## config.mk

```make
export PLATFORM = sky130hd
export DESIGN_NAME = bitmap_range_allocator
export DESIGN_NICKNAME = d
export VERILOG_FILES = /design/src/hw/rtl/bra_pkg.sv /design/src/hw/rtl/bra_ram.sv /design/src/hw/rtl/bra_front.sv /design/src/hw/rtl/bra_back.sv /design/src/hw/rtl/bitmap_range_allocator.sv
export SDC_FILE = /design/constraint.sdc
export NUM_CORES = 2
export LEC_CHECK = 0
export ABC_AREA = 1
export ABC_CLOCK_PERIOD_IN_PS = 9000
export BUFFER_PORTS_ARGS = -buffer_cell sky130_fd_sc_hd__clkbuf_2
export CAP_MARGIN = 5
export CORE_UTILIZATION = 35
export CTS_CLUSTER_DIAMETER = 40
export DETAILED_ROUTE_END_ITERATION = 6
export GPL_TIMING_DRIVEN = 0
export SETUP_SLACK_MARGIN = 0.3
export SYNTH_ARGS = -nofsm -noshare
export SYNTH_HDL_FRONTEND = slang
export SYNTH_SLANG_ARGS = --single-unit
```

## constraint.sdc

```tcl
create_clock -name clk_i -period 9 [get_ports clk_i]
set_clock_uncertainty 0.15 [all_clocks]
set_input_delay 0 -clock clk_i [delete_from_list [all_inputs] [get_ports clk_i]]
set_output_delay 0 -clock clk_i [all_outputs]
set_load 0.1 [all_outputs]
```

## src/hw/rtl/bra_pkg.sv

```systemverilog
// Shared types and constants of the bitmap range allocator.
package bra_pkg;

  localparam int unsigned MAP_BITS_DEF = 1024;
  localparam int unsigned WORD_BITS    = 32;
  localparam int unsigned WORD_SEL     = 5;
  localparam logic [WORD_BITS-1:0] WORD_ONES = 32'hffffffff;

  typedef enum logic [1:0] {
    KIND_FIND  = 2'd0,
    KIND_SET   = 2'd1,
    KIND_CLEAR = 2'd2
  } kind_e;

  typedef enum logic [1:0] {
    ST_OK      = 2'd0,
    ST_NOSPACE = 2'd1,
    ST_RANGE   = 2'd2
  } status_e;

  typedef enum logic [1:0] {
    OP_FIND = 2'd0,
    OP_FILL = 2'd1,
    OP_DONE = 2'd2
  } op_e;

  typedef struct packed {
    op_e         op;
    logic        fill_val;
    status_e     status;
    logic [9:0]  start;
    logic [10:0] len;
    logic [10:0] align;
  } cmd_t;

endpackage

```

## src/hw/rtl/bra_ram.sv

```systemverilog
// Generic single write, single registered read RAM.
module bra_ram #(
  parameter int unsigned WIDTH = 32,
  parameter int unsigned DEPTH = 32
) (
  input  logic                                 clk_i,
  input  logic                                 we_i,
  input  logic [(DEPTH > 1 ? $clog2(DEPTH) : 1)-1:0] waddr_i,
  input  logic [WIDTH-1:0]                     wdata_i,
  input  logic                                 re_i,
  input  logic [(DEPTH > 1 ? $clog2(DEPTH) : 1)-1:0] raddr_i,
  output logic [WIDTH-1:0]                     rdata_o
);

  logic [WIDTH-1:0] mem_q [DEPTH];
  logic [WIDTH-1:0] rdata_q;

  always_ff @(posedge clk_i) begin
    if (we_i) begin
      mem_q[waddr_i] <= wdata_i;
    end
    if (re_i) begin
      rdata_q <= mem_q[raddr_i];
    end
  end

  assign rdata_o = rdata_q;

endmodule

```

## src/hw/rtl/bra_front.sv

```systemverilog
// Request intake: classifies each request and queues it for the engine.
module bra_front #(
  parameter int unsigned MAP_BITS = 1024
) (
  input  logic          clk_i,
  input  logic          rst_ni,
  input  logic          push_i,
  output logic          full_o,
  input  logic [1:0]    kind_i,
  input  logic [9:0]    start_index_i,
  input  logic [10:0]   run_length_i,
  input  logic [10:0]   alignment_i,
  input  logic          accept_en_i,
  output logic          cmd_valid_o,
  output bra_pkg::cmd_t cmd_o,
  input  logic          cmd_pop_i
);
  import bra_pkg::*;

  localparam int unsigned LW = $clog2(MAP_BITS + 2048) + 1;
  localparam logic [LW-1:0] MAP_L = LW'(MAP_BITS);

  cmd_t        cls;
  logic [LW-1:0] sum;
  cmd_t        q_mem [2];
  logic        wr_ptr_q, rd_ptr_q;
  logic [1:0]  cnt_q;
  logic        do_push, do_pop;

  assign sum = LW'(start_index_i) + LW'(run_length_i);

  always_comb begin
    cls          = '0;
    cls.start    = start_index_i;
    cls.len      = run_length_i;
    cls.align    = (alignment_i == 11'd0) ? 11'd1 : alignment_i;
    cls.fill_val = (kind_i == KIND_SET);
    cls.status   = ST_OK;
    cls.op       = OP_DONE;
    case (kind_i)
      KIND_FIND: begin
        if (run_length_i == 11'd0) begin
          cls.op = OP_DONE;
        end else if (LW'(run_length_i) > MAP_L) begin
          cls.status = ST_NOSPACE;
        end else begin
          cls.op = OP_FIND;
        end
      end
      KIND_SET, KIND_CLEAR: begin
        if (sum > MAP_L) begin
          cls.status = ST_RANGE;
        end else if (run_length_i != 11'd0) begin
          cls.op = OP_FILL;
        end
      end
      default: begin
        cls.status = ST_RANGE;
      end
    endcase
  end

  assign full_o      = (cnt_q == 2'd2) || !accept_en_i;
  assign do_push     = push_i && !full_o;
  assign do_pop      = cmd_pop_i && (cnt_q != 2'd0);
  assign cmd_valid_o = (cnt_q != 2'd0);
  assign cmd_o       = q_mem[rd_ptr_q];

  always_ff @(posedge clk_i) begin
    if (do_push) begin
      q_mem[wr_ptr_q] <= cls;
    end
  end

  always_ff @(posedge clk_i or negedge rst_ni) begin
    if (!rst_ni) begin
      wr_ptr_q <= 1'b0;
      rd_ptr_q <= 1'b0;
      cnt_q    <= 2'd0;
    end else begin
      if (do_push) wr_ptr_q <= !wr_ptr_q;
      if (do_pop)  rd_ptr_q <= !rd_ptr_q;
      cnt_q <= cnt_q + {1'b0, do_push} - {1'b0, do_pop};
    end
  end

endmodule

```

## src/hw/rtl/bra_back.sv

```systemverilog
// Engine: map clearing pass, range fills and word-by-word first-fit scan.
module bra_back #(
  parameter int unsigned MAP_BITS = 1024
) (
  input  logic          clk_i,
  input  logic          rst_ni,
  input  logic          cmd_valid_i,
  input  bra_pkg::cmd_t cmd_i,
  output logic          cmd_pop_o,
  output logic          init_done_o,
  output logic          res_valid_o,
  output logic [1:0]    res_status_o,
  output logic [9:0]    res_found_o,
  input  logic          res_pop_i
);
  import bra_pkg::*;

  localparam int unsigned NW = (MAP_BITS + WORD_BITS - 1) / WORD_BITS;
  localparam int unsigned AW = (NW > 1) ? $clog2(NW) : 1;
  localparam int unsigned CW = $clog2(MAP_BITS + 2048) + 1;
  localparam int unsigned NCW = $clog2(CW + 1);
  localparam logic [CW-1:0] MAP_C = CW'(MAP_BITS);

  typedef enum logic [7:0] {
    S_CLR  = 8'b0000_0001,
    S_IDLE = 8'b0000_0010,
    S_FRD  = 8'b0000_0100,
    S_FWR  = 8'b0000_1000,
    S_SRD  = 8'b0001_0000,
    S_SCHK = 8'b0010_0000,
    S_DIV  = 8'b0100_0000,
    S_MUL  = 8'b1000_0000
  } state_e;

  state_e          state_q, state_d;
  logic [AW-1:0]   clr_q, clr_d;
  logic [CW-1:0]   cur_q, cur_d, end_q, end_d, cand_q, cand_d, dq_q, dq_d;
  logic [10:0]     len_q, len_d, align_q, align_d, rq_q, rq_d;
  logic [NCW-1:0]  cnt_q, cnt_d;
  logic            fill_q, fill_d;
  logic            res_valid_q, res_valid_d;
  status_e         res_status_q, res_status_d;
  logic [9:0]      res_found_q, res_found_d;

  logic                 ram_we, ram_re;
  logic [AW-1:0]        ram_waddr, ram_raddr;
  logic [WORD_BITS-1:0] ram_wdata, ram_rdata;

  logic                 last_word;
  logic [4:0]           lo, hi, lo_idx;
  logic [WORD_BITS-1:0] mask, hit;
  logic [CW-1:0]        sum, next_word, busy_nx;
  logic [11:0]          trial;
  logic [CW+10:0]       prod;

  bra_ram #(.WIDTH(WORD_BITS), .DEPTH(NW)) u_ram (
    .clk_i   (clk_i),
    .we_i    (ram_we),
    .waddr_i (ram_waddr),
    .wdata_i (ram_wdata),
    .re_i    (ram_re),
    .raddr_i (ram_raddr),
    .rdata_o (ram_rdata)
  );

  assign last_word = (cur_q[CW-1:WORD_SEL] == end_q[CW-1:WORD_SEL]);
  assign lo        = cur_q[4:0];
  assign hi        = last_word ? end_q[4:0] : 5'd31;
  assign mask      = (WORD_ONES << lo) & (WORD_ONES >> (5'd31 - hi));
  assign hit       = ram_rdata & mask;
  assign sum       = cand_q + CW'(len_q);
  assign next_word = {cur_q[CW-1:WORD_SEL] + 1'b1, 5'd0};
  assign busy_nx   = {cur_q[CW-1:WORD_SEL], lo_idx} + 1'b1;
  assign trial     = {rq_q, dq_q[CW-1]};
  assign prod      = dq_q * align_q;

  always_comb begin
    lo_idx = 5'd0;
    for (int i = WORD_BITS - 1; i >= 0; i--) begin
      if (hit[i]) lo_idx = 5'(i);
    end
  end

  always_comb begin
    state_d      = state_q;
    clr_d        = clr_q;
    cur_d        = cur_q;
    end_d        = end_q;
    cand_d       = cand_q;
    dq_d         = dq_q;
    rq_d         = rq_q;
    len_d        = len_q;
    align_d      = align_q;
    cnt_d        = cnt_q;
    fill_d       = fill_q;
    res_valid_d  = res_valid_q && !res_pop_i;
    res_status_d = res_status_q;
    res_found_d  = res_found_q;
    cmd_pop_o    = 1'b0;
    ram_we       = 1'b0;
    ram_waddr    = cur_q[WORD_SEL +: AW];
    ram_wdata    = '0;
    ram_re       = 1'b0;
    ram_raddr    = cur_q[WORD_SEL +: AW];
    case (state_q)
      S_CLR: begin
        ram_we    = 1'b1;
        ram_waddr = clr_q;
        if (clr_q == AW'(NW - 1)) begin
          state_d = S_IDLE;
        end else begin
          clr_d = clr_q + 1'b1;
        end
      end
      S_IDLE: begin
        if (cmd_valid_i && !res_valid_q) begin
          cmd_pop_o = 1'b1;
          len_d     = cmd_i.len;
          align_d   = cmd_i.align;
          fill_d    = cmd_i.fill_val;
          case (cmd_i.op)
            OP_FILL: begin
              cur_d   = CW'(cmd_i.start);
              end_d   = CW'(cmd_i.start) + CW'(cmd_i.len) - 1'b1;
              state_d = S_FRD;
            end
            OP_FIND: begin
              cur_d   = '0;
              cand_d  = '0;
              state_d = S_SRD;
            end
            default: begin
              res_valid_d  = 1'b1;
              res_status_d = cmd_i.status;
              res_found_d  = '0;
            end
          endcase
        end
      end
      S_FRD: begin
        ram_re  = 1'b1;
        state_d = S_FWR;
      end
      S_FWR: begin
        ram_we    = 1'b1;
        ram_wdata = fill_q ? (ram_rdata | mask) : (ram_rdata & ~mask);
        if (last_word) begin
          res_valid_d  = 1'b1;
          res_status_d = ST_OK;
          res_found_d  = '0;
          state_d      = S_IDLE;
        end else begin
          cur_d   = next_word;
          state_d = S_FRD;
        end
      end
      S_SRD: begin
        if (sum > MAP_C) begin
          res_valid_d  = 1'b1;
          res_status_d = ST_NOSPACE;
          res_found_d  = '0;
          state_d      = S_IDLE;
        end else begin
          end_d   = sum - 1'b1;
          ram_re  = 1'b1;
          state_d = S_SCHK;
        end
      end
      S_SCHK: begin
        if (hit == '0) begin
          if (last_word) begin
            res_valid_d  = 1'b1;
            res_status_d = ST_OK;
            res_found_d  = cand_q[9:0];
            state_d      = S_IDLE;
          end else begin
            cur_d   = next_word;
            state_d = S_SRD;
          end
        end else if (align_q == 11'd1) begin
          cand_d  = busy_nx;
          cur_d   = busy_nx;
          state_d = S_SRD;
        end else begin
          dq_d    = busy_nx + CW'(align_q) - 1'b1;
          rq_d    = '0;
          cnt_d   = '0;
          state_d = S_DIV;
        end
      end
      S_DIV: begin
        if (trial >= {1'b0, align_q}) begin
          rq_d = 11'(trial - {1'b0, align_q});
          dq_d = {dq_q[CW-2:0], 1'b1};
        end else begin
          rq_d = trial[10:0];
          dq_d = {dq_q[CW-2:0], 1'b0};
        end
        cnt_d = cnt_q + 1'b1;
        if (cnt_q == NCW'(CW - 1)) begin
          state_d = S_MUL;
        end
      end
      S_MUL: begin
        cand_d  = prod[CW-1:0];
        cur_d   = prod[CW-1:0];
        state_d = S_SRD;
      end
      default: begin
        state_d = S_IDLE;
      end
    endcase
  end

  always_ff @(posedge clk_i or negedge rst_ni) begin
    if (!rst_ni) begin
      state_q     <= S_CLR;
      clr_q       <= '0;
      res_valid_q <= 1'b0;
    end else begin
      state_q     <= state_d;
      clr_q       <= clr_d;
      res_valid_q <= res_valid_d;
    end
  end

  always_ff @(posedge clk_i) begin
    cur_q        <= cur_d;
    end_q        <= end_d;
    cand_q       <= cand_d;
    dq_q         <= dq_d;
    rq_q         <= rq_d;
    len_q        <= len_d;
    align_q      <= align_d;
    cnt_q        <= cnt_d;
    fill_q       <= fill_d;
    res_status_q <= res_status_d;
    res_found_q  <= res_found_d;
  end

  assign init_done_o  = (state_q != S_CLR);
  assign res_valid_o  = res_valid_q;
  assign res_status_o = res_status_q;
  assign res_found_o  = res_found_q;

endmodule

```

## src/hw/rtl/bitmap_range_allocator.sv

```systemverilog
// Top level of the bitmap range allocator.
// After reset the map is cleared one 32-bit word per cycle, ceil(MAP_BITS/32) words (32 at
// 1024 bits), with full high. A request is classified as it is accepted and queued for the
// engine; zero-length, oversized and out-of-range requests then complete with no map access.
// Set and clear read, then masked-write, each map word touched (the map RAM read is
// registered). Find reads and checks the map word by word from the current candidate and,
// for each busy bit that moves the candidate under an alignment other than one, takes an
// alignment step (serial divide and a multiply). Two requests queue ahead of the engine and
// one result waits on the output.
module bitmap_range_allocator #(
  parameter int unsigned MAP_BITS = bra_pkg::MAP_BITS_DEF
) (
  input  logic        clk_i,
  input  logic        rst_ni,
  input  logic        push,
  output logic        full,
  input  logic [1:0]  kind_i,
  input  logic [9:0]  start_index_i,
  input  logic [10:0] run_length_i,
  input  logic [10:0] alignment_i,
  output logic        empty,
  input  logic        pop,
  output logic [1:0]  status_o,
  output logic [9:0]  found_start_o
);
  import bra_pkg::*;

  logic cmd_valid, cmd_pop, init_done, res_valid;
  cmd_t cmd;

  bra_front #(.MAP_BITS(MAP_BITS)) u_front (
    .clk_i         (clk_i),
    .rst_ni        (rst_ni),
    .push_i        (push),
    .full_o        (full),
    .kind_i        (kind_i),
    .start_index_i (start_index_i),
    .run_length_i  (run_length_i),
    .alignment_i   (alignment_i),
    .accept_en_i   (init_done),
    .cmd_valid_o   (cmd_valid),
    .cmd_o         (cmd),
    .cmd_pop_i     (cmd_pop)
  );

  bra_back #(.MAP_BITS(MAP_BITS)) u_back (
    .clk_i        (clk_i),
    .rst_ni       (rst_ni),
    .cmd_valid_i  (cmd_valid),
    .cmd_i        (cmd),
    .cmd_pop_o    (cmd_pop),
    .init_done_o  (init_done),
    .res_valid_o  (res_valid),
    .res_status_o (status_o),
    .res_found_o  (found_start_o),
    .res_pop_i    (pop)
  );

  assign empty = !res_valid;

endmodule

```

==> flow_summary.yaml <==
pwr:
  pwr_density_cell_mw_per_mm2: 375
  peakVddDrop_mv: 0.297
  p_leak_nw: 21.8
finish:
  drive_gt1_frac: 0.103
  nNetsFinal: 5427
  antenna_cells: 0
  area_growth_pct: 20.4
  final_common_cell: "edfxtp_1"
  final_cell_mix: "edfxtp_1, nor2_1, o21ai_0"
  final_util: 0.425
setup_path:
  critPathMaxStageDelay_ns: 0.63
  cp-start-kind: "flop"
  reg2reg_depth: 61
  worstPathMaxFanout: 10
  worst-path-buf-inv: 8
  cp.depth: 61
  cp.arrival_ns: 8.37
  path_class: "flop to flop"
  cp_slowest_cell: "nor3_1"
  cp.required_ns: 9.38
  path_common_cell: "nand2_1"
  crit_path_end_kind: "flop"
  path_delay_family: "simple AND/OR/NAND/NOR gates"
synth:
  synthCells: 4866
  synth-seq-cells: 1250
  yosysSeqAreaShare: 0.670
  netlist-cell-type-count: 70
  avgSynthCellArea_sq_um: 11.5
  synth_top_area_share: 0.662
  syn_area_sq_mm: 0.0559
  synthFlopType: "edfxtp_1"
  syn-num-nets: 5064
  yosys.area.top_type: "edfxtp_1"
  synthArstFlopShare: 0.0144
  synth_area_leaders: "edfxtp_1, o21ai_0, nor2_1"
  yosys_warnings: 0
  synth_enable_flop_cells: 1232
timing:
  setup_ws_ns: 1.01
  tightest_slew_ns: 1.49
  period_needed_ns: 7.99
  final-max-slew-violation-count: 0
  setup_viol: 0
  tns_ns: 0
  hold_slack_ns: 0.0659
  fin_crit_sh: 0.888
  max_freq_mhz: 125
  hold_violations: 0
  slew_headroom: 0.00849
  rsz0062_at_grt: "no"
grt:
  grt_max_degree: 33
  antenna_found_initial: 15
  grt_pass1_vias: 38486
  track_usage: 0.235
  grt_pass1_wl_microns: 273000
  overflow: 0
floorplanning:
  core_sq_mm: 0.159
  rows: 146
  start_util: 0.353
  io_pins: 52
  die_area_sq_mm: 0.161
  die_h_microns: 402
  dieWidth_microns: 402
clock_network:
  clk_pin_slew_ns: 0.06
  htreeDepth: 4
  clockRootBuffer: "clkbuf_16"
  cts_setup_buffers: 0
  clk_latency_ns: 0.81
  cts.sinks: 1250
  cts_buffers: 161
  cts_tree: "done"
  clockBufferDepth: 3
min_path:
  hold_path_class: "primary input to flop"
  hold_depth: 4
run_status:
  outcome: "finished, final reports clean"
placement:
  port_buffers: 51
  place_hpwl_microns: 138000
  dpl_worst_slack_ns: 1.05
  place_congestion: 1.01
drt:
  wl_per_cell_microns: 26.0
  drtIter0Drc: 5071
  routed_via_density: 5.53
  vias: 41131
  ant_nets: 0
  finalWirelength_microns: 194000
  first_pass_iters: 6
  drc: 0
job:
  maxCapViolations: 0
synthesized netlist by cell type (all sizes together) (5+ instances only):
master	number
a211oi	8
a21oi	91
a31oi	9
buf	16
clkbuf	261
clkinv	5
dfrtp	17
edfxtp	1232
fa	53
ha	107
inv	344
mux2i	9
nand2	458
nand3	48
nand4	17
nor2	956
nor3	16
nor4	13
o2111ai	7
o211ai	10
o21ai	728
o21bai	12
o22ai	302
o31ai	7
o32ai	20
or2	8
xnor2	31
xor2	50
power breakdown:
part           internal (mW)  leakage, nW  switching (mW)
sequential              7.02         9.59           0.228
clock                   3.88         2.67            2.74
combinational           3.16         9.55            8.26
total                   14.1         21.8            11.2
final cells by class:
class | instances | area [sq um]
buffer | 277 | 1080
clock buffer | 179 | 4160
clock inverter | 120 | 1390
fill | 14665 | 91200
inverter | 349 | 1320
multi-input combinational | 2990 | 16800
sequential | 1250 | 37400
tap | 2072 | 2590
timing repair buffer | 200 | 2610
registers in the layout (all words and copies together) (netlist names), 2 cells and up:
register and cells:
u_front.q_mem 74, u_back.cnt_q 4, u_back.u_ram.mem_q 1024, u_back.res_found_o 10
u_back.cur_q 13, u_back.clr_q 5, u_back.cand_q 13, u_back.rq_q 11
u_back.state_q 8, u_back.align_q 11, u_back.end_q 13, u_back.u_ram.rdata_o 32
u_back.res_status_o 2, u_back.dq_q 13, u_front.cnt_q 2, u_back.len_q 11
per-layer routing:
| metal | routed length, microns | global-route usage |
|---|---|---|
| met1 | 77200 | 0.311 |
| met2 | 86300 | 0.364 |
| met3 | 20500 | 0.0587 |
| met4 | 9530 | 0.104 |
| met5 | 46 | 0 |
worst reg2reg max path: cells and delay by family (launching register included):
kind                     cells  cell delay [ns]
flip-flops                   1             0.38
buffers and inverters        8             1.09
AND/OR/NAND/NOR             44             3.93
adder cells (fa/ha/maj)      3             0.88
XOR/XNOR                     2             0.54
AO/OA/AOI/OAI                4             0.78
path summary, 6_finish.rpt:
check / to / startpoint / slack [ns]
max in group asynchronous: u_back.clr_q[2]$_DFFE_PN0P_ / rst_ni / 7.00
min in group asynchronous: u_back.state_q[0]$_DFFE_PN1P_ / rst_ni / 0.19
worst min-delay path: u_front.q_mem[0][32]$_DFFE_PP_ / run_length_i[10] / 0.07
worst max-delay path: u_back.dq_q[12]$_DFFE_PP_ / u_back.cur_q[6]$_DFFE_PP_ / 1.01
worst min register to register: u_back.fill_q$_DFFE_PP_ / u_front.q_mem[0][34]$_DFFE_PP_ / 0.36
worst max register to register: u_back.dq_q[12]$_DFFE_PP_ / u_back.cur_q[6]$_DFFE_PP_ / 1.01
kinds of logic after synthesis:
logic type / share of synthesized area
compound gates: 0.122
mux: 0.00161
flops: 0.670
buf+inv: 0.0428
fa+ha+maj: 0.0429
xor+xnor: 0.0128
simple gates: 0.108
metrics by stage:
stage          area, sq um  total power [mW]  instances
5_1_grt              67400              26.5       7437
2_1_floorplan        55900              14.1       4866
3_3_place_gp         58800              18.2       6989
6_report             67400              25.3       7437
3_5_place_dp         61000              18.4       7063
4_1_cts              67300              25.1       7436
repair_timing:
action / CTS / global route
hold buffers: 74 / 0
resized for setup: 0 / 3
setup endpoints to repair: 0 / 1
hold endpoints to repair: 170 / 0
No activity file was read; power rests on OpenSTA's default activity.
